`src/design/ffws_pkg.sv`:
```
// package: types, codes and constants of the frame filter window scheduler
`timescale 1ns / 1ps

package ffws_pkg;

    localparam int TICKS_PER_SECOND_DEF = 125;

    localparam int TICK_W = 7;
    localparam int SECS_W = 17;
    localparam logic [SECS_W-1:0] SECS_MAX = 17'h1ffff;

    localparam logic [7:0] LEN_FRAME     = 8'd22;
    localparam logic [7:0] FCF_TYPE_MASK = 8'h07;
    localparam logic [7:0] FCF_TYPE_CMD  = 8'h03;
    localparam logic [7:0] FCF_SEC       = 8'h08;
    localparam logic [7:0] FCF_ACK       = 8'h20;
    localparam logic [7:0] FCF_PANC      = 8'h40;
    localparam logic [7:0] FCF_VER_MASK  = 8'h30;
    localparam logic [7:0] FCF_VER_2006  = 8'h10;
    localparam logic [7:0] FCF_DST_MASK  = 8'h0c;
    localparam logic [7:0] FCF_DST_SHORT = 8'h08;
    localparam logic [7:0] FCF_SRC_MASK  = 8'hc0;
    localparam logic [7:0] FCF_SRC_SHORT = 8'h80;

    typedef enum logic [1:0] {
        REG_PAN_ID      = 2'd0,
        REG_ACTIVE_SECS = 2'd1,
        REG_IDLE_SECS   = 2'd2,
        REG_TAG_START   = 2'd3
    } t_reg_idx;

    typedef enum logic [1:0] {
        OUT_START    = 2'd0,
        OUT_REJECT   = 2'd1,
        OUT_WITHHELD = 2'd2,
        OUT_ACT      = 2'd3
    } t_outcome;

    typedef enum logic [2:0] {
        HDR_NONE   = 3'd0,
        HDR_FCF_LO = 3'd1,
        HDR_FCF_HI = 3'd2,
        HDR_SEQ    = 3'd3,
        HDR_PAN_LO = 3'd4,
        HDR_PAN_HI = 3'd5
    } t_hdr_pos;

    typedef struct packed {
        logic       command;
        logic [7:0] data_byte;
        logic       frame_start;
    } t_in_item;

    typedef struct packed {
        t_outcome    outcome;
        logic [7:0]  seq_number;
        logic [15:0] tag_value;
    } t_out_item;

    typedef struct packed {
        logic [15:0] pan_id;
        logic [15:0] active_seconds;
        logic [15:0] idle_seconds;
        logic [15:0] tag_start;
    } t_cfg;

    typedef struct packed {
        logic       start;
        logic       reject;
        logic       match;
        logic [7:0] seq;
    } t_parse_evt;

endpackage

```
`src/design/frame_filter_window_scheduler.sv`:
```
// top level of the frame filter window scheduler
//
//  channel   direction  signals                                      payload
//  input     in         i_in_valid / o_in_ready / i_in_item          t_in_item
//  output    out        o_out_valid / i_out_ready / o_out_item       t_out_item
//  config    in         psel penable pwrite paddr pwdata prdata pready
//
// one item per cycle while o_in_ready is high; any result appears in the cycle after its item is accepted
// state and the result register update at the edge that accepts the item
// synchronous active-low reset, ready to take items the cycle after reset
// o_in_ready is low only while a result is held and i_out_ready is low
`timescale 1ns / 1ps

module frame_filter_window_scheduler #(
    parameter int TICKS_PER_SECOND = ffws_pkg::TICKS_PER_SECOND_DEF
) (
    input  logic                  i_clk,
    input  logic                  i_rst_n,
    input  logic                  i_in_valid,
    output logic                  o_in_ready,
    input  ffws_pkg::t_in_item    i_in_item,
    output logic                  o_out_valid,
    input  logic                  i_out_ready,
    output ffws_pkg::t_out_item   o_out_item,
    input  logic                  psel,
    input  logic                  penable,
    input  logic                  pwrite,
    input  logic [3:0]            paddr,
    input  logic [31:0]           pwdata,
    output logic [31:0]           prdata,
    output logic                  pready
);

    ffws_pkg::t_cfg       cfg;
    ffws_pkg::t_parse_evt evt;
    ffws_pkg::t_out_item  res;
    ffws_pkg::t_out_item  r_out_item;
    logic                 r_out_valid;
    logic                 res_valid;
    logic                 timer_running;
    logic                 accept;

    assign o_in_ready  = !r_out_valid || i_out_ready;
    assign accept      = i_in_valid && o_in_ready;
    assign o_out_valid = r_out_valid;
    assign o_out_item  = r_out_item;

    ffws_regs u_regs (
        .i_clk   (i_clk),
        .i_rst_n (i_rst_n),
        .psel    (psel),
        .penable (penable),
        .pwrite  (pwrite),
        .paddr   (paddr),
        .pwdata  (pwdata),
        .prdata  (prdata),
        .pready  (pready),
        .o_cfg   (cfg)
    );

    ffws_parser u_parser (
        .i_clk           (i_clk),
        .i_rst_n         (i_rst_n),
        .i_accept        (accept),
        .i_item          (i_in_item),
        .i_timer_running (timer_running),
        .i_pan_id        (cfg.pan_id),
        .o_evt           (evt)
    );

    ffws_sched #(
        .TICKS_PER_SECOND (TICKS_PER_SECOND)
    ) u_sched (
        .i_clk           (i_clk),
        .i_rst_n         (i_rst_n),
        .i_accept        (accept),
        .i_is_tick       (!i_in_item.command),
        .i_evt           (evt),
        .i_cfg           (cfg),
        .o_timer_running (timer_running),
        .o_res_valid     (res_valid),
        .o_res           (res)
    );

    always_ff @(posedge i_clk) begin
        if (!i_rst_n) begin
            r_out_valid <= 1'b0;
        end else if (accept) begin
            r_out_valid <= res_valid;
        end else if (i_out_ready) begin
            r_out_valid <= 1'b0;
        end
    end

    always_ff @(posedge i_clk) begin
        if (accept) begin
            r_out_item <= res;
        end
    end

endmodule

```
`src/design/ffws_regs.sv`:
```
// configuration registers behind the apb port
`timescale 1ns / 1ps

module ffws_regs (
    input  logic               i_clk,
    input  logic               i_rst_n,
    input  logic               psel,
    input  logic               penable,
    input  logic               pwrite,
    input  logic [3:0]         paddr,
    input  logic [31:0]        pwdata,
    output logic [31:0]        prdata,
    output logic               pready,
    output ffws_pkg::t_cfg     o_cfg
);

    ffws_pkg::t_cfg     r_cfg;
    ffws_pkg::t_reg_idx idx;
    logic               wr_en;

    assign idx    = ffws_pkg::t_reg_idx'(paddr[3:2]);
    assign pready = 1'b1;
    assign wr_en  = psel & penable & pwrite & pready;
    assign o_cfg  = r_cfg;

    always_ff @(posedge i_clk) begin
        if (!i_rst_n) begin
            r_cfg <= '0;
        end else if (wr_en) begin
            case (idx)
                ffws_pkg::REG_PAN_ID:      r_cfg.pan_id         <= pwdata[15:0];
                ffws_pkg::REG_ACTIVE_SECS: r_cfg.active_seconds <= pwdata[15:0];
                ffws_pkg::REG_IDLE_SECS:   r_cfg.idle_seconds   <= pwdata[15:0];
                ffws_pkg::REG_TAG_START:   r_cfg.tag_start      <= pwdata[15:0];
                default: begin
                end
            endcase
        end
    end

    always_comb begin
        case (idx)
            ffws_pkg::REG_PAN_ID:      prdata = {16'd0, r_cfg.pan_id};
            ffws_pkg::REG_ACTIVE_SECS: prdata = {16'd0, r_cfg.active_seconds};
            ffws_pkg::REG_IDLE_SECS:   prdata = {16'd0, r_cfg.idle_seconds};
            ffws_pkg::REG_TAG_START:   prdata = {16'd0, r_cfg.tag_start};
            default:                   prdata = '0;
        endcase
    end

endmodule

```
`src/design/ffws_parser.sv`:
```
// frame header parser: length, frame control and pan checks, sequence number capture
`timescale 1ns / 1ps

module ffws_parser (
    input  logic                   i_clk,
    input  logic                   i_rst_n,
    input  logic                   i_accept,
    input  ffws_pkg::t_in_item     i_item,
    input  logic                   i_timer_running,
    input  logic [15:0]            i_pan_id,
    output ffws_pkg::t_parse_evt   o_evt
);

    ffws_pkg::t_hdr_pos r_hdr_pos, n_hdr_pos;
    logic [7:0]         r_seq, n_seq;
    logic [7:0]         b;
    logic               ev_start, ev_reject, ev_match;

    assign b = i_item.data_byte;

    always_ff @(posedge i_clk) begin
        if (!i_rst_n) begin
            r_hdr_pos <= ffws_pkg::HDR_NONE;
            r_seq     <= '0;
        end else begin
            r_hdr_pos <= n_hdr_pos;
            r_seq     <= n_seq;
        end
    end

    always_comb begin
        n_hdr_pos = r_hdr_pos;
        n_seq     = r_seq;
        ev_start  = 1'b0;
        ev_reject = 1'b0;
        ev_match  = 1'b0;
        if (i_accept && i_item.command) begin
            if (i_item.frame_start) begin
                n_hdr_pos = ffws_pkg::HDR_NONE;
                if (!i_timer_running) begin
                    ev_start = 1'b1;
                end else if (b != ffws_pkg::LEN_FRAME) begin
                    ev_reject = 1'b1;
                end else begin
                    n_hdr_pos = ffws_pkg::HDR_FCF_LO;
                end
            end else begin
                case (r_hdr_pos)
                    ffws_pkg::HDR_FCF_LO: begin
                        if ((b & ffws_pkg::FCF_TYPE_MASK) == ffws_pkg::FCF_TYPE_CMD
                                && (b & ffws_pkg::FCF_SEC) != 8'd0
                                && (b & ffws_pkg::FCF_ACK) != 8'd0
                                && (b & ffws_pkg::FCF_PANC) != 8'd0) begin
                            n_hdr_pos = ffws_pkg::HDR_FCF_HI;
                        end else begin
                            n_hdr_pos = ffws_pkg::HDR_NONE;
                            ev_reject = 1'b1;
                        end
                    end
                    ffws_pkg::HDR_FCF_HI: begin
                        if ((b & ffws_pkg::FCF_VER_MASK) == ffws_pkg::FCF_VER_2006
                                && (b & ffws_pkg::FCF_DST_MASK) == ffws_pkg::FCF_DST_SHORT
                                && (b & ffws_pkg::FCF_SRC_MASK) == ffws_pkg::FCF_SRC_SHORT) begin
                            n_hdr_pos = ffws_pkg::HDR_SEQ;
                        end else begin
                            n_hdr_pos = ffws_pkg::HDR_NONE;
                            ev_reject = 1'b1;
                        end
                    end
                    ffws_pkg::HDR_SEQ: begin
                        n_seq     = b;
                        n_hdr_pos = ffws_pkg::HDR_PAN_LO;
                    end
                    ffws_pkg::HDR_PAN_LO: begin
                        if (b == i_pan_id[7:0]) begin
                            n_hdr_pos = ffws_pkg::HDR_PAN_HI;
                        end else begin
                            n_hdr_pos = ffws_pkg::HDR_NONE;
                            ev_reject = 1'b1;
                        end
                    end
                    ffws_pkg::HDR_PAN_HI: begin
                        n_hdr_pos = ffws_pkg::HDR_NONE;
                        if (b == i_pan_id[15:8]) begin
                            ev_match = 1'b1;
                        end else begin
                            ev_reject = 1'b1;
                        end
                    end
                    default: begin
                        // stray byte with no frame in progress
                    end
                endcase
            end
        end
    end

    assign o_evt = '{start: ev_start, reject: ev_reject, match: ev_match, seq: r_seq};

endmodule

```
`src/design/ffws_sched.sv`:
```
// idle / wait / active period scheduler, tag counter and result selection
`timescale 1ns / 1ps

module ffws_sched #(
    parameter int TICKS_PER_SECOND = ffws_pkg::TICKS_PER_SECOND_DEF
) (
    input  logic                   i_clk,
    input  logic                   i_rst_n,
    input  logic                   i_accept,
    input  logic                   i_is_tick,
    input  ffws_pkg::t_parse_evt   i_evt,
    input  ffws_pkg::t_cfg         i_cfg,
    output logic                   o_timer_running,
    output logic                   o_res_valid,
    output ffws_pkg::t_out_item    o_res
);

    localparam logic [ffws_pkg::TICK_W-1:0] TICK_WRAP = ffws_pkg::TICK_W'(TICKS_PER_SECOND);

    logic                         r_running, n_running;
    logic                         r_idle, n_idle;
    logic                         r_wait, n_wait;
    logic [ffws_pkg::TICK_W-1:0]  r_tick, n_tick;
    logic [ffws_pkg::SECS_W-1:0]  r_el, n_el;
    logic [ffws_pkg::SECS_W-1:0]  r_last, n_last;
    logic [15:0]                  r_tag, n_tag;

    logic [ffws_pkg::TICK_W-1:0]  tick_inc;
    logic [ffws_pkg::SECS_W-1:0]  el_inc;
    logic [ffws_pkg::SECS_W-1:0]  tick_gap;
    logic [ffws_pkg::SECS_W-1:0]  act_el, act_last, act_gap;
    logic [ffws_pkg::SECS_W-1:0]  idle_ext, active_ext;

    assign idle_ext   = {1'b0, i_cfg.idle_seconds};
    assign active_ext = {1'b0, i_cfg.active_seconds};
    assign tick_inc   = r_tick + 1'b1;
    assign el_inc     = (r_el == ffws_pkg::SECS_MAX) ? r_el : r_el + 1'b1;
    assign tick_gap   = el_inc - r_last;
    assign act_el     = r_wait ? '0 : r_el;
    assign act_last   = r_wait ? '0 : r_last;
    assign act_gap    = act_el - act_last;

    assign o_timer_running = r_running;

    always_ff @(posedge i_clk) begin
        if (!i_rst_n) begin
            r_running <= 1'b0;
            r_idle    <= 1'b1;
            r_wait    <= 1'b0;
            r_tick    <= '0;
            r_el      <= '0;
            r_last    <= '0;
            r_tag     <= '0;
        end else begin
            r_running <= n_running;
            r_idle    <= n_idle;
            r_wait    <= n_wait;
            r_tick    <= n_tick;
            r_el      <= n_el;
            r_last    <= n_last;
            r_tag     <= n_tag;
        end
    end

    always_comb begin
        n_running   = r_running;
        n_idle      = r_idle;
        n_wait      = r_wait;
        n_tick      = r_tick;
        n_el        = r_el;
        n_last      = r_last;
        n_tag       = r_tag;
        o_res_valid = 1'b0;
        o_res       = '{outcome: ffws_pkg::OUT_START, seq_number: 8'd0, tag_value: 16'd0};
        if (i_accept) begin
            if (i_is_tick) begin
                if (r_running) begin
                    if (tick_inc != TICK_WRAP) begin
                        n_tick = tick_inc;
                    end else begin
                        n_tick = '0;
                        n_el   = el_inc;
                        if (r_idle) begin
                            if (el_inc >= idle_ext) begin
                                n_el   = '0;
                                n_idle = 1'b0;
                                n_wait = 1'b1;
                            end
                        end else if (!r_wait) begin
                            if (tick_gap > idle_ext) begin
                                n_el   = '0;
                                n_wait = 1'b1;
                            end else if (el_inc >= active_ext) begin
                                n_el = '0;
                                if (i_cfg.idle_seconds != 16'd0) begin
                                    n_idle = 1'b1;
                                    n_wait = 1'b0;
                                end
                            end
                        end
                    end
                end
            end else if (i_evt.start) begin
                n_running   = 1'b1;
                n_tick      = '0;
                n_el        = '0;
                n_tag       = i_cfg.tag_start;
                o_res_valid = 1'b1;
            end else if (i_evt.reject) begin
                o_res_valid   = 1'b1;
                o_res.outcome = ffws_pkg::OUT_REJECT;
            end else if (i_evt.match) begin
                o_res_valid = 1'b1;
                if (r_idle) begin
                    o_res.outcome = ffws_pkg::OUT_WITHHELD;
                end else begin
                    if (r_wait) begin
                        n_tick = '0;
                        n_el   = '0;
                        n_last = '0;
                    end
                    if (r_wait && i_cfg.active_seconds == 16'd0) begin
                        o_res.outcome = ffws_pkg::OUT_WITHHELD;
                    end else begin
                        n_wait = 1'b0;
                        if (act_gap > idle_ext) begin
                            n_tick = '0;
                            n_el   = '0;
                            n_last = '0;
                        end else begin
                            n_last = act_el;
                        end
                        n_tag = r_tag + 1'b1;
                        o_res = '{outcome: ffws_pkg::OUT_ACT, seq_number: i_evt.seq,
                                  tag_value: r_tag};
                    end
                end
            end
        end
    end

endmodule

```
`config.mk`:
```
export PLATFORM = sky130hd
export DESIGN_NAME = frame_filter_window_scheduler
export DESIGN_NICKNAME = d
export VERILOG_FILES = /design/src/design/ffws_pkg.sv /design/src/design/frame_filter_window_scheduler.sv /design/src/design/ffws_regs.sv /design/src/design/ffws_parser.sv /design/src/design/ffws_sched.sv
export SDC_FILE = /design/constraint.sdc
export NUM_CORES = 1
export LEC_CHECK = 0
export BUFFER_PORTS_ARGS = -buffer_cell sky130_fd_sc_hd__buf_2
export CELL_PAD_IN_SITES_DETAIL_PLACEMENT = 1
export CELL_PAD_IN_SITES_GLOBAL_PLACEMENT = 2
export CORE_UTILIZATION = 38
export CTS_BUF_LIST = sky130_fd_sc_hd__clkbuf_4
export DETAILED_ROUTE_END_ITERATION = 10
export GPL_TIMING_DRIVEN = 0
export PLACE_DENSITY_LB_ADDON = 0.1
export RECOVER_POWER = 50
export SKIP_LAST_GASP = 1
export SLEW_MARGIN = 0
export SYNTH_ARGS = -nofsm -noshare
export SYNTH_HDL_FRONTEND = slang
export SYNTH_HIERARCHICAL = 1
export SYNTH_SLANG_ARGS = --single-unit
```
`constraint.sdc`:
```
create_clock -name i_clk -period 5.6 [get_ports i_clk]
set_input_delay 0 -clock i_clk [delete_from_list [all_inputs] [get_ports i_clk]]
set_output_delay 0 -clock i_clk [all_outputs]
set_load 0.01 [all_outputs]
```
==> metrics <==
status=finished, final reports clean; Max Clock Freq=184 MHz; vias in the first global route=10200; I/O pin total=114; Sw Pwr=0.708 mW; Avg Cell Area, Syn=8.67 sq um; Initial Utilization=0.390; initial antenna violation count=2; top cell type's share of synthesized area=0.241; period utilization=0.968; CP Capture Type=register; Setup Skew=0.0331 ns; post-synthesis mux area share=0.0981; Critical Path RT=6.13 ns; largest net degree at the start of global routing=31; vias per cell=5.52; Die Footprint=30500 sq um; Largest stage delay, worst path=0.56 ns; Chip Width=175 um; R2R cell count=26; most frequent cell after synthesis=nand2_1; register clock-pin slew on the reported worst setup and hold paths=0.17 ns; Total GRT Usage=0.259; Total Wirelength=39.6 mm; Worst Hold Endpoint=u_regs/o_cfg[35]; Max transition margin=0.149; CP Data Arrival Time=5.96 ns; 1st-iter DRT viols=587; CTS tree=yes; first-pass GRT wire length=60.1 mm; PwrDens=164 nW/um^2; fraction of layout instances using a drive strength above 1=0.152; area share of fa/ha/maj cells after synthesis=0.116; worst min-delay path class=input port to register; final critical-path required period=5.42 ns; Power Total=2.22 mW; Post-synth EDFFs=26; clock sinks=162; slowest CP cell=dfxtp_1; register share of total power=0.543; post-route ant nets=0; final instance area=13500 sq um; Lkg Pwr=5.55 nW; Synth Flop Type=dfxtp_1; Rows=62; commonest cells in the netlist=nand2_1, dfxtp_1, ha_1; Syn Std Cell Area=11300 sq um; Simple-Gate Fraction of Synth Area=0.207; crit-path max FO=7; largest family of logic cells by synthesized area=simple AND/OR/NAND/NOR gates; maxcap violations=0; wire length per cell=21.0 um; Synth Instances=1304; CTS Root Cell=clkbuf_4; gp weighted congestion=0.882; Comb power frac=0.117; YS warnings=6; Num CTS Buffers=17; leading area contributor after synthesis=dfxtp_1; H-tree levels=4; clock power share=0.340; First-pass DRT Iterations=5; Hold Path Depth=5; NumNets Final=1642; Area contributors post-synth=dfxtp_1, ha_1, edfxtp_1; post-synthesis sequential area ratio=0.310; DRC=0; Setup violations, final=0; async set-reset flop share out of synthesis=0; #FFs+latches synth=162; via count=10400; CP Launch Type=register; area of the core=29000 sq um; Slew Viols, Final=0; switching portion of total power=0.319; DP Wirelength=30.0 mm; Hold Path Origin=psel; total gr overflow=0; Buffers on Ports=75; worst reg2reg path endpoint=u_sched/r_el[3]; final hold vios=0; reg2reg setup slack=0.18 ns; maximum root-to-sink buffer count=2; area delta synth->final=19.3%; Max IR drop VDD=0.117 mV; Yosys cell types=84; Synth Area in Compound Gates=0.156; Synth Area in XOR/XNOR=0.0439; reg2reg start=u_sched/r_el[2]; clk_lat worst skew=0.61 ns; die height=175 um; Pint=1.51 mW; worst-margin pin slew=1.27 ns; CP Class=register to register; Cell Area, Placed=12200 sq um
power groups by stage:
stage | sequential (mW) | combinational (mW) | clock, mW
after floorplan | 1.23 | 0.135 | 0
after global placement | 1.23 | 0.218 | 0
after detailed placement | 1.23 | 0.220 | 0
after CTS | 1.21 | 0.251 | 0.780
after global routing | 1.21 | 0.276 | 0.826
final | 1.20 | 0.260 | 0.753
flip-flops by register name, indices dropped and copies added, names as in the netlist:
register / flops
u_sched/o_timer_running: 1
u_parser/r_seq: 8
u_parser/r_hdr_pos: 3
u_sched/r_tick: 7
u_regs/o_cfg: 64
u_sched/r_tag: 16
u_sched/r_idle: 1
u_sched/r_wait: 1
u_sched/r_last: 17
u_sched/r_el: 17
o_out_valid: 1
o_out_item: 26
final cells by class:
type                       instances  area [sq um]
timing repair buffer             150          1040
sequential                       162          3540
fill                            3462         15500
clock buffer                      18           135
clock inverter                    14           161
tap                              384           480
antenna                            1          2.50
buffer                            67           408
inverter                          93           353
multi-input combinational        994          7380
critical path, delay by kind of cell (launching register included):
family                     cells  cell delay, ns
and+or+nand+nor               12            2.05
AOI/OAI and AO/OA              9            1.63
adders and majority gates      2            0.64
DFF                            1            0.56
buffers and inverters          2            0.31
xor gates and xnor gates       1            0.15
cells by family (layout without fill, tap and decap cells):
family | count (synthesis) | count (layout)
flip-flops | 162 | 162
other | 2 | 18
multiplexers | 89 | 89
AO/OA/AOI/OAI | 261 | 261
buffers and inverters | 163 | 342
XOR/XNOR | 55 | 55
AND/OR/NAND/NOR | 468 | 468
adder cells (fa/ha/maj) | 104 | 104
metal layers:
| metal | global-route usage | vias to the layer above | part of all wire |
|---|---|---|---|
| met2 | 0.416 | 233 | 0.46 |
| li1 | - | 4977 | - |
| met5 | 0 | - | 0 |
| met1 | 0.372 | 5141 | 0.50 |
| met3 | 0.0293 | 35 | 0.035 |
| met4 | 0.0576 | 0 | 0.014 |
how the worst max path moves through the flow:
stage                           startpoint          endpoint  slack [ns]  cells past startpoint
after global routing       u_sched/r_el[9]   u_sched/r_el[3]       -0.05                     25
final                      u_sched/r_el[2]   u_sched/r_el[3]        0.18                     26
after detailed placement   u_sched/r_el[0]  u_sched/r_el[14]       -1.32                     23
after floorplan            u_sched/r_el[0]   u_sched/r_el[0]        0.46                     23
after global placement     u_sched/r_el[0]  u_sched/r_el[14]       -1.15                     23
after CTS                 u_sched/r_el[11]   u_sched/r_el[3]        0.01                     24
placed cells by master, fill, tap and decap left out, drive strengths merged, types with 5 or more instances in the layout:
master | synthesis | routed
nand2b | 15 | 15
a21boi | 5 | 5
and4 | 9 | 9
nand2 | 165 | 165
a31oi | 9 | 9
clkinv | 1 | 6
dlygate4sd3 | 0 | 41
xor2 | 23 | 23
conb | 2 | 17
dfxtp | 136 | 136
inv | 92 | 99
xnor2 | 32 | 32
a21oi | 80 | 80
a41oi | 5 | 5
nand4 | 18 | 18
clkbuf | 32 | 89
or3 | 5 | 5
ha | 102 | 102
o22ai | 9 | 9
nor4 | 19 | 19
nor2 | 78 | 78
nor3 | 29 | 29
a21o | 22 | 22
o211ai | 7 | 7
a211oi | 10 | 10
mux2i | 73 | 73
nand3 | 50 | 50
or2 | 6 | 6
o21a | 18 | 18
o21ai | 52 | 52
buf | 38 | 105
nor2b | 20 | 20
o221a | 6 | 6
mux4 | 16 | 16
and2 | 30 | 30
edfxtp | 26 | 26
and3 | 15 | 15
stage by stage:
stage / util / TNS, ns / setup WS [ns] / hold WS [ns] / instances
after floorplan: - / 0 / 0.462 / 0.121 / 1319
after global placement: 0.421 / -38.53 / -1.15 / 0.283 / 1778
after detailed placement: 0.421 / -41.07 / -1.32 / 0.285 / 1778
after CTS: 0.458 / 0 / 0.0105 / 0.0145 / 1866
after global routing: 0.465 / -0.232 / -0.0463 / 0.0728 / 1883
final: 0.465 / 0 / 0.177 / 0.0708 / 1883
timing repair:
action | 4_1_cts | 5_1_grt
endpoints found under the hold margin | 105 | 0
gates resized for setup | 43 | 41
gates cloned | 0 | 1
endpoints found under the setup margin | 43 | 42
pin swaps | 15 | 23
hold buffers | 41 | 0
buffers inserted | 17 | 16
Power figures use the tool's default switching activity.
